[src/sv/imme_pkg.sv]
// Shared types and constants of the int8 matrix multiply engine.
// Holds the command type passed from the front end to the compute back end and the job size type.
// No dependencies.
`default_nettype none

package imme_pkg;

  // Store geometry and field widths
  localparam int StoreDepth = 128;
  localparam int AddrW      = 7;
  localparam int ValW       = 8;
  localparam int RowCountW  = 4;
  localparam int VecLenW    = 5;
  localparam int FilCountW  = 4;
  localparam int NumW       = 3;
  localparam int CfgIdxW    = 2;
  localparam int CfgDataW   = 5;
  localparam int QueueDepth = 4;

  // Defaults of the top-level parameters
  localparam int DefMaxRows    = 8;
  localparam int DefMaxVector  = 16;
  localparam int DefMaxFilters = 8;

  // Command codes carried by the input channel
  typedef enum logic [1:0] {
    OP_LOAD_ACT = 2'd0,
    OP_LOAD_FLT = 2'd1,
    OP_START    = 2'd2
  } opcode_t;

  // Configuration register indexes
  typedef enum logic [CfgIdxW-1:0] {
    CFG_ROW_COUNT     = 2'd0,
    CFG_VECTOR_LENGTH = 2'd1,
    CFG_FILTER_COUNT  = 2'd2
  } cfg_index_t;

  // Back-end sequencer states
  typedef enum logic [1:0] {
    BK_IDLE,
    BK_RUN,
    BK_DRAIN
  } bk_state_t;

  // One queued command
  typedef struct packed {
    opcode_t          op;
    logic [AddrW-1:0] idx;
    logic [ValW-1:0]  val;
  } cmd_t;

  // Job sizes as written by software
  typedef struct packed {
    logic [RowCountW-1:0] rows;
    logic [VecLenW-1:0]   len;
    logic [FilCountW-1:0] fils;
  } job_cfg_t;

endpackage

`default_nettype wire

[src/sv/imme_front.sv]
// Front end of the int8 matrix multiply engine: accepts input transfers,
// drops unknown opcodes and queues commands for the back end. Uses imme_pkg.
`default_nettype none

module imme_front
  import imme_pkg::*;
(
  input  wire logic             clk,
  input  wire logic             rst_n,
  input  wire logic             in_valid,
  output logic                  in_stall,
  input  wire logic [1:0]       in_opcode,
  input  wire logic [AddrW-1:0] in_element_index,
  input  wire logic [ValW-1:0]  in_element_value,
  output logic                  q_valid,
  output cmd_t                  q_cmd,
  input  wire logic             q_pop
);

  localparam int PtrW = $clog2(QueueDepth);
  localparam int CntW = $clog2(QueueDepth + 1);

  cmd_t            q_mem [QueueDepth];
  logic [PtrW-1:0] wr_ptr_r, wr_ptr_nxt;
  logic [PtrW-1:0] rd_ptr_r, rd_ptr_nxt;
  logic [CntW-1:0] count_r, count_nxt;
  logic            in_fire;
  logic            known_op;
  logic            push;
  logic            pop;

  // Classify: only the three defined opcodes enter the queue
  assign known_op = (in_opcode == OP_LOAD_ACT) || (in_opcode == OP_LOAD_FLT) ||
                    (in_opcode == OP_START);
  assign in_stall = (count_r == CntW'(QueueDepth));
  assign in_fire  = in_valid && !in_stall;
  assign push     = in_fire && known_op;
  assign pop      = q_pop && q_valid;

  assign q_valid = (count_r != '0);
  assign q_cmd   = q_mem[rd_ptr_r];

  // Advance pointers and fill count
  always_comb begin
    wr_ptr_nxt = push ? wr_ptr_r + PtrW'(1) : wr_ptr_r;
    rd_ptr_nxt = pop ? rd_ptr_r + PtrW'(1) : rd_ptr_r;
    count_nxt  = count_r;
    if (push && !pop) begin
      count_nxt = count_r + CntW'(1);
    end else if (pop && !push) begin
      count_nxt = count_r - CntW'(1);
    end
  end

  always_ff @(posedge clk) begin
    if (!rst_n) begin
      wr_ptr_r <= '0;
      rd_ptr_r <= '0;
      count_r  <= '0;
    end else begin
      wr_ptr_r <= wr_ptr_nxt;
      rd_ptr_r <= rd_ptr_nxt;
      count_r  <= count_nxt;
    end
  end

  // Store the command
  always_ff @(posedge clk) begin
    if (push) begin
      q_mem[wr_ptr_r] <= '{op: opcode_t'(in_opcode), idx: in_element_index,
                           val: in_element_value};
    end
  end

endmodule

`default_nettype wire

[src/sv/imme_back.sv]
// Back end of the int8 matrix multiply engine: operand stores, dot-product
// sequencer, multiply-accumulate stage and result register. Uses imme_pkg.
`default_nettype none

module imme_back
  import imme_pkg::*;
#(
  parameter int MAX_ROWS    = DefMaxRows,
  parameter int MAX_VECTOR  = DefMaxVector,
  parameter int MAX_FILTERS = DefMaxFilters
) (
  input  wire logic            clk,
  input  wire logic            rst_n,
  input  wire job_cfg_t        job_cfg,
  input  wire logic            q_valid,
  input  wire cmd_t            q_cmd,
  output logic                 q_pop,
  output logic                 out_valid,
  input  wire logic            out_stall,
  output logic [ValW-1:0]      out_product_value,
  output logic [NumW-1:0]      out_row_number,
  output logic [NumW-1:0]      out_filter_number,
  output logic                 out_last_result
);

  bk_state_t state_r, state_nxt;

  logic [ValW-1:0] act_mem [StoreDepth];
  logic [ValW-1:0] flt_mem [StoreDepth];

  // Job sizes and loop counters
  logic [RowCountW-1:0] rows_r, rows_nxt, rows_clamp;
  logic [VecLenW-1:0]   len_r, len_nxt, len_clamp;
  logic [FilCountW-1:0] fils_r, fils_nxt, fils_clamp;
  logic [RowCountW-1:0] r_r, r_nxt;
  logic [FilCountW-1:0] f_r, f_nxt;
  logic [VecLenW-1:0]   k_r, k_nxt;
  logic [AddrW-1:0]     rbase_r, rbase_nxt;
  logic [AddrW-1:0]     fbase_r, fbase_nxt;
  logic                 start_ok;
  logic                 take_start;
  logic                 issue_en;
  logic                 issue_fire;
  logic                 k_last, f_last, r_last, last_issue;
  logic [AddrW-1:0]     act_rd_addr, flt_addr;

  // Read stage
  logic                 rd_valid_r;
  logic                 rd_first_r;
  logic                 rd_klast_r;
  logic                 rd_zero_r;
  logic                 rd_last_r;
  logic [NumW-1:0]      rd_row_r;
  logic [NumW-1:0]      rd_fil_r;
  logic [ValW-1:0]      act_q_r;
  logic [ValW-1:0]      flt_q_r;

  // Accumulate and result
  logic [2*ValW-1:0]    prod_full;
  logic [ValW-1:0]      prod;
  logic [ValW-1:0]      acc_r, acc_sum;
  logic                 out_free;
  logic                 hold;
  logic                 out_valid_r;
  logic [ValW-1:0]      out_value_r;
  logic [NumW-1:0]      out_row_r;
  logic [NumW-1:0]      out_fil_r;
  logic                 out_last_r;

  // Saturate the job sizes at the configured maxima
  assign rows_clamp = (32'(job_cfg.rows) > MAX_ROWS) ? RowCountW'(MAX_ROWS) : job_cfg.rows;
  assign len_clamp  = (32'(job_cfg.len) > MAX_VECTOR) ? VecLenW'(MAX_VECTOR) : job_cfg.len;
  assign fils_clamp = (32'(job_cfg.fils) > MAX_FILTERS) ?
                      FilCountW'(MAX_FILTERS) : job_cfg.fils;
  assign start_ok   = (rows_clamp != '0) && (fils_clamp != '0);

  // Stall the pipe when a finished sum cannot enter the result register
  assign out_free   = !out_valid_r || !out_stall;
  assign hold       = rd_valid_r && rd_klast_r && !out_free;
  assign issue_fire = issue_en && !hold;

  assign k_last      = (len_r == '0) || (k_r + VecLenW'(1) == len_r);
  assign f_last      = (f_r + FilCountW'(1) == fils_r);
  assign r_last      = (r_r + RowCountW'(1) == rows_r);
  assign last_issue  = k_last && f_last && r_last;
  assign act_rd_addr = rbase_r + AddrW'(k_r);
  assign flt_addr    = fbase_r + AddrW'(k_r);

  // Next state
  always_comb begin
    state_nxt = state_r;
    unique case (state_r)
      BK_IDLE: begin
        if (q_valid && (q_cmd.op == OP_START) && start_ok) begin
          state_nxt = BK_RUN;
        end
      end
      BK_RUN: begin
        if (issue_fire && last_issue) begin
          state_nxt = BK_DRAIN;
        end
      end
      BK_DRAIN: begin
        if (!rd_valid_r) begin
          state_nxt = BK_IDLE;
        end
      end
      default: state_nxt = BK_IDLE;
    endcase
  end

  // State outputs
  always_comb begin
    q_pop    = 1'b0;
    issue_en = 1'b0;
    unique case (state_r)
      BK_IDLE:  q_pop    = q_valid;
      BK_RUN:   issue_en = 1'b1;
      BK_DRAIN: issue_en = 1'b0;
      default:  issue_en = 1'b0;
    endcase
  end

  assign take_start = q_pop && (q_cmd.op == OP_START) && start_ok;

  // Step k inside f inside r, keeping running store bases
  always_comb begin
    rows_nxt  = rows_r;
    len_nxt   = len_r;
    fils_nxt  = fils_r;
    r_nxt     = r_r;
    f_nxt     = f_r;
    k_nxt     = k_r;
    rbase_nxt = rbase_r;
    fbase_nxt = fbase_r;
    if (take_start) begin
      rows_nxt  = rows_clamp;
      len_nxt   = len_clamp;
      fils_nxt  = fils_clamp;
      r_nxt     = '0;
      f_nxt     = '0;
      k_nxt     = '0;
      rbase_nxt = '0;
      fbase_nxt = '0;
    end else if (issue_fire) begin
      if (!k_last) begin
        k_nxt = k_r + VecLenW'(1);
      end else begin
        k_nxt = '0;
        if (!f_last) begin
          f_nxt     = f_r + FilCountW'(1);
          fbase_nxt = fbase_r + AddrW'(len_r);
        end else begin
          f_nxt     = '0;
          fbase_nxt = '0;
          r_nxt     = r_r + RowCountW'(1);
          rbase_nxt = rbase_r + AddrW'(len_r);
        end
      end
    end
  end

  always_ff @(posedge clk) begin
    if (!rst_n) begin
      state_r    <= BK_IDLE;
      rd_valid_r <= 1'b0;
      out_valid_r <= 1'b0;
    end else begin
      state_r <= state_nxt;
      if (!hold) begin
        rd_valid_r <= issue_fire;
      end
      if (rd_valid_r && rd_klast_r && out_free) begin
        out_valid_r <= 1'b1;
      end else if (!out_stall) begin
        out_valid_r <= 1'b0;
      end
    end
  end

  // Counters and read-stage tags
  always_ff @(posedge clk) begin
    rows_r  <= rows_nxt;
    len_r   <= len_nxt;
    fils_r  <= fils_nxt;
    r_r     <= r_nxt;
    f_r     <= f_nxt;
    k_r     <= k_nxt;
    rbase_r <= rbase_nxt;
    fbase_r <= fbase_nxt;
    if (issue_fire) begin
      rd_first_r <= (k_r == '0);
      rd_klast_r <= k_last;
      rd_zero_r  <= (len_r == '0);
      rd_last_r  <= last_issue;
      rd_row_r   <= r_r[NumW-1:0];
      rd_fil_r   <= f_r[NumW-1:0];
    end
  end

  // Activation store
  always_ff @(posedge clk) begin
    if (q_pop && (q_cmd.op == OP_LOAD_ACT)) begin
      act_mem[q_cmd.idx] <= q_cmd.val;
    end
    if (issue_fire) begin
      act_q_r <= act_mem[act_rd_addr];
    end
  end

  // Filter store
  always_ff @(posedge clk) begin
    if (q_pop && (q_cmd.op == OP_LOAD_FLT)) begin
      flt_mem[q_cmd.idx] <= q_cmd.val;
    end
    if (issue_fire) begin
      flt_q_r <= flt_mem[flt_addr];
    end
  end

  // Multiply and accumulate modulo 256
  assign prod_full = act_q_r * flt_q_r;
  assign prod      = rd_zero_r ? '0 : prod_full[ValW-1:0];
  assign acc_sum   = rd_first_r ? prod : acc_r + prod;

  always_ff @(posedge clk) begin
    if (rd_valid_r && !hold) begin
      acc_r <= acc_sum;
    end
    if (rd_valid_r && rd_klast_r && out_free) begin
      out_value_r <= acc_sum;
      out_row_r   <= rd_row_r;
      out_fil_r   <= rd_fil_r;
      out_last_r  <= rd_last_r;
    end
  end

  assign out_valid         = out_valid_r;
  assign out_product_value = out_value_r;
  assign out_row_number    = out_row_r;
  assign out_filter_number = out_fil_r;
  assign out_last_result   = out_last_r;

  // The read stage is empty whenever the sequencer is idle
  a_idle_empty: assert property (@(posedge clk) disable iff (!rst_n)
    state_r == BK_IDLE |-> !rd_valid_r)
    else $error("read stage busy while sequencer idle");

  // A blocked sum stays in the read stage
  a_hold_keeps: assert property (@(posedge clk) disable iff (!rst_n)
    hold |=> rd_valid_r && rd_klast_r)
    else $error("blocked sum lost");

  // Loop counters stay inside the job while running
  a_counters: assert property (@(posedge clk) disable iff (!rst_n)
    state_r == BK_RUN |-> (r_r < rows_r) && (f_r < fils_r) &&
                          ((len_r == '0) || (k_r < len_r)))
    else $error("loop counter out of range");

  // The final sum only ever completes after issuing has ended
  a_last_drain: assert property (@(posedge clk) disable iff (!rst_n)
    (rd_valid_r && rd_klast_r && rd_last_r && !hold) |-> state_r == BK_DRAIN)
    else $error("final result while still issuing");

endmodule

`default_nettype wire

[src/sv/int8_matrix_multiply_engine_top.sv]
// Top level of the int8 matrix multiply engine: configuration registers,
// front-end command queue and compute back end. Uses imme_pkg, imme_front, imme_back.
//
// Usage:
//   Input channel (in_valid/in_stall): opcode 0 writes an activation byte,
//   opcode 1 a filter byte, at element_index; opcode 2 starts a job; opcode 3
//   is dropped. The front queue holds four commands and takes one transfer per
//   cycle while it has room.
//   Output channel (out_valid/out_stall): one transfer per row/filter pair, in
//   row-major order, the final one with out_last_result set.
//   Configuration (cfg_write_en/cfg_index/cfg_data): row count, vector length,
//   filter count; write only while the engine is idle. All reset to 1.
// Processing: loads and starts leave the queue while the back end is idle. A start
//   makes rows * filters * max(vector_length, 1) store reads, one store read per
//   cycle unless a stalled result holds the sequencer, through the
//   multiply-accumulate stage into the result register.
// Reset clears the queue, the sequencer and the result register; the operand
//   stores are not cleared. A stalled result holds, and the sequencer stops
//   reading until the result register frees up.
`default_nettype none

module int8_matrix_multiply_engine_top
  import imme_pkg::*;
#(
  parameter int MAX_ROWS    = DefMaxRows,
  parameter int MAX_VECTOR  = DefMaxVector,
  parameter int MAX_FILTERS = DefMaxFilters
) (
  input  wire logic                clk,
  input  wire logic                rst_n,
  input  wire logic                cfg_write_en,
  input  wire logic [CfgIdxW-1:0]  cfg_index,
  input  wire logic [CfgDataW-1:0] cfg_data,
  input  wire logic                in_valid,
  output logic                     in_stall,
  input  wire logic [1:0]          in_opcode,
  input  wire logic [AddrW-1:0]    in_element_index,
  input  wire logic [ValW-1:0]     in_element_value,
  output logic                     out_valid,
  input  wire logic                out_stall,
  output logic [ValW-1:0]          out_product_value,
  output logic [NumW-1:0]          out_row_number,
  output logic [NumW-1:0]          out_filter_number,
  output logic                     out_last_result
);

  job_cfg_t job_cfg_r;
  logic     q_valid;
  cmd_t     q_cmd;
  logic     q_pop;

  // Configuration registers
  always_ff @(posedge clk) begin
    if (!rst_n) begin
      job_cfg_r.rows <= RowCountW'(1);
      job_cfg_r.len  <= VecLenW'(1);
      job_cfg_r.fils <= FilCountW'(1);
    end else if (cfg_write_en) begin
      unique case (cfg_index)
        CFG_ROW_COUNT:     job_cfg_r.rows <= cfg_data[RowCountW-1:0];
        CFG_VECTOR_LENGTH: job_cfg_r.len  <= cfg_data[VecLenW-1:0];
        CFG_FILTER_COUNT:  job_cfg_r.fils <= cfg_data[FilCountW-1:0];
        default:           job_cfg_r      <= job_cfg_r;
      endcase
    end
  end

  imme_front u_front (
    .clk              (clk),
    .rst_n            (rst_n),
    .in_valid         (in_valid),
    .in_stall         (in_stall),
    .in_opcode        (in_opcode),
    .in_element_index (in_element_index),
    .in_element_value (in_element_value),
    .q_valid          (q_valid),
    .q_cmd            (q_cmd),
    .q_pop            (q_pop)
  );

  imme_back #(
    .MAX_ROWS    (MAX_ROWS),
    .MAX_VECTOR  (MAX_VECTOR),
    .MAX_FILTERS (MAX_FILTERS)
  ) u_back (
    .clk               (clk),
    .rst_n             (rst_n),
    .job_cfg           (job_cfg_r),
    .q_valid           (q_valid),
    .q_cmd             (q_cmd),
    .q_pop             (q_pop),
    .out_valid         (out_valid),
    .out_stall         (out_stall),
    .out_product_value (out_product_value),
    .out_row_number    (out_row_number),
    .out_filter_number (out_filter_number),
    .out_last_result   (out_last_result)
  );

endmodule

`default_nettype wire

[config.mk]
export PLATFORM = sky130hd
export DESIGN_NAME = int8_matrix_multiply_engine_top
export DESIGN_NICKNAME = d
export VERILOG_FILES = /design/src/sv/imme_pkg.sv /design/src/sv/imme_front.sv /design/src/sv/imme_back.sv /design/src/sv/int8_matrix_multiply_engine_top.sv
export SDC_FILE = /design/constraint.sdc
export NUM_CORES = 2
export LEC_CHECK = 0
export BUFFER_PORTS_ARGS = -buffer_cell sky130_fd_sc_hd__buf_4
export CORE_ASPECT_RATIO = 0.75
export CORE_MARGIN = 3
export CORE_UTILIZATION = 50
export CTS_CLUSTER_SIZE = 30
export DETAILED_ROUTE_END_ITERATION = 10
export GPL_TIMING_DRIVEN = 0
export PLACE_DENSITY = 0.64
export SLEW_MARGIN = 20
export SYNTH_ARGS = -nofsm -noshare
export SYNTH_HDL_FRONTEND = slang
export SYNTH_SLANG_ARGS = --single-unit
[constraint.sdc]
create_clock -name clk -period 4.3 [get_ports clk]
set_input_delay 0.86 -clock clk [delete_from_list [all_inputs] [get_ports clk]]
set_output_delay 0.86 -clock clk [all_outputs]
set_load 0.02 [all_outputs]
==> results.sh <==
export IMPL_status="complete, but fails checks"
export IMPL_violations="setup timing"
export IMPL_cts_tree="done"
export IMPL_fin_crit_ps=4410
export IMPL_vias_per_cell=6.38
export IMPL_final_seq_area_um2=66500
export IMPL_drt_iter0_drc=6704
export IMPL_fin_util_pct=57.8
export IMPL_end_kind="flip-flop"
export IMPL_grt_total_usage_pct=26.2
export IMPL_yosysSeqAreaShare_pct=75.4
export IMPL_antenna_found_initial=12
export IMPL_slew_viol_final=0
export IMPL_die_area_um2=181000
export IMPL_n_fill_cell=12600
export IMPL_finalCritPeriodShare_pct=102
export IMPL_most_common_layout_cells="edfxtp_1, mux4_2, clkbuf_16"
export IMPL_slowest_delay_ps=760
export IMPL_ys_seq_elements=2231
export IMPL_place_area_um2=92300
export IMPL_finalSetupViolations=173
export IMPL_met2_usage_pct=34.9
export IMPL_cp_num_buf_inv=2
export IMPL_fp_dieW_um=491
export IMPL_fin_ws_ps=-105
export IMPL_ys_async_sr_fraction_pct=0
export IMPL_p_leak_nw=31.5
export IMPL_crit_type="reg2reg"
export IMPL_synth_edf_count=2178
export IMPL_grt_max_degree=78
export IMPL_start_kind="flip-flop"
export IMPL_hold_violations=0
export IMPL_cts_root_buf="clkbuf_16"
export IMPL_die_y_um=370
export IMPL_grtUsageMet1_pct=40.6
export IMPL_netlist_area_um2=88100
export IMPL_synth_distinct_cells=64
export IMPL_numPortBuffers=45
export IMPL_reg2reg_depth=6
export IMPL_drc=0
export IMPL_rsz0062_at_grt="true"
export IMPL_start_util_pct=50.7
export IMPL_crit_chain="buf_2 -> mux4_2 -> nor4_2 -> nand2_1 -> clkbuf_2 -> nor2_2"
export IMPL_place_congestion=0.970
export IMPL_grt_pass1_vias=43200
export IMPL_synthFlopType="edfxtp_1"
export IMPL_power_mw=75.9
export IMPL_hold_depth=1
export IMPL_yosysWarnings=0
export IMPL_postSynthAreaPerCell_um2=21.0
export IMPL_cts_buffers=207
export IMPL_worst_path_max_fanout=10
export IMPL_fp_coreArea_um2=174000
export IMPL_insertion_delay_ps=850
export IMPL_ir_drop_uv=1030
export IMPL_netlist_instances=4198
export IMPL_final_common_cell="edfxtp_1"
export IMPL_vias=44800
export IMPL_totalWireLength_mm=236
export IMPL_drv_cap=0
export IMPL_hp_class="in2reg"
export IMPL_cts_buffer_depth=3
export IMPL_critPathTopFamily="simple AND/OR/NAND/NOR gates"
export IMPL_ioPinCount=46
export IMPL_required_ps=4760
export IMPL_multiInputGateArea_um2=21400
export IMPL_pre_cts_ws_ps=-1840
export IMPL_cts_sinks=2231
export IMPL_area_delta_synth_final_pct=14.1
export IMPL_arrival_ps=4870
export IMPL_wire_per_inst_um=33.6
export IMPL_relSlewSlack_pct=15.8
export IMPL_grt_overflow=0
export IMPL_finalInstanceArea_um2=101000
export IMPL_drive_gt1_share_pct=29.7
export IMPL_clock_fmax_mhz=227
export IMPL_final_setup_tns_ps=-6800
export IMPL_tightest_slew_ps=1260
export IMPL_grtUsageMet3_pct=10.4
export IMPL_power_density_nw_per_um2=755
export IMPL_critPathSlowestCell="nor4_2"
export IMPL_ant_nets=0
export IMPL_row_count=132
export IMPL_hpwlAfterDp_mm=160
export IMPL_grt_pass1_wl_mm=333
export IMPL_finClkSkew_ps=29.2
export IMPL_path_depth=6
export IMPL_synth_nets=4297
export IMPL_cts_hold_buf=0
export IMPL_drt_first_pass_iters=6
export IMPL_grt_busiest_layer="met1"
export IMPL_path_clk_slew_ps=60
export IMPL_final_net_count=4606
export IMPL_cts_htree_levels=4
[registers in the layout, summed over array words and instances (netlist names), 3 cells and up, named ones only]
signal	cells
u_back.act_q_r	8
u_back.r_r	4
u_back.out_filter_number	3
u_back.fils_r	4
u_front.q_mem	68
u_back.out_product_value	8
u_front.count_r	3
job_cfg_r	13
u_back.out_row_number	3
u_back.act_mem	1024
u_back.rbase_r	7
u_back.acc_r	8
u_back.k_r	5
u_back.rows_r	4
u_back.len_r	5
u_back.fbase_r	7
u_back.flt_mem	1024
u_back.rd_row_r	3
u_back.f_r	4
u_back.rd_fil_r	3
u_back.flt_q_r	8
[cells by family after synthesis]
logic type | share of synthesized area, %
AOI/OAI and AO/OA | 1.67
DFF | 75.4
and+or+nand+nor | 3.29
xor gates and xnor gates | 0.710
muxes | 16.4
buffers and inverters | 1.33
adders and majority gates | 1.15
[per-stage QoR]
stage               std cells  hold WS (ps)
finish                   7030           228
detailed placement       6625           405
global placement         6588           402
floorplan                4198           400
CTS                      7013           165
global route             7026           179
[cells in the mapped netlist, types with 7 or more instances]
master	count	area share (%)
a21o_1	11	0.094
a21oi_1	23	0.13
a32oi_1	48	0.48
and2_1	37	0.26
and3_1	7	0.050
buf_1	10	0.043
buf_2	54	0.31
buf_4	18	0.15
clkbuf_1	131	0.56
dfxtp_1	53	1.2
edfxtp_1	2178	74
fa_1	18	0.41
ha_1	52	0.74
inv_1	48	0.20
mux2_2	11	0.14
mux2i_1	98	1.1
mux4_2	593	15
nand2_1	187	0.80
nand2b_1	7	0.050
nand3_1	12	0.068
nand4_1	16	0.11
nor2_1	314	1.3
nor2b_1	41	0.29
nor3_1	9	0.051
nor4_1	9	0.064
o211ai_1	48	0.41
o21ai_0	18	0.10
xnor2_1	48	0.48
xor2_1	19	0.19
[routing by layer]
metal	wire length, um	vias to the layer above
li1	-	17900
met1	100000	23900
met2	97900	2669
met3	33100	321
met4	5050	6
met5	45	-
[worst paths after layout]
path / slack, ps / start / endpoint
worst min-delay path: 230 / in_element_index[3] / u_front.q_mem[3][11]
worst max register to register: -110 / flip-flop / u_back.flt_mem[100][6]
worst max-delay path: -110 / flip-flop / u_back.flt_mem[100][6]
worst min register to register: 420 / u_back.rd_row_r[2] / u_back.out_row_number[2]
[where the power goes]
group	switching (mW)	internal, mW	total (mW)	leakage, nW
combinational	18.6	11.6	30.2	8.19
clock	8.07	10.2	18.3	3.28
sequential	0.278	27.1	27.4	20.0
[layout make-up]
cell class,count,share of cell area (%)
Clock inverter,127,1.23
Buffer,216,1.55
Timing Repair Buffer,103,1.35
Clock buffer,255,5.41
Sequential cell,2231,66.1
Antenna cell,5,0.0124
Tap cell,2345,2.92
Multi-Input combinational cell,1700,21.2
Inverter,48,0.179
[timing repair]
action | CTS | global route
setup endpoints to repair | 1151 | 925
buffers inserted | 8 | 12
hold endpoints to repair | 0 | 0
pin swaps | 19 | 29
resized for setup | 319 | 155
No activity file was read; power rests on OpenSTA's default activity.
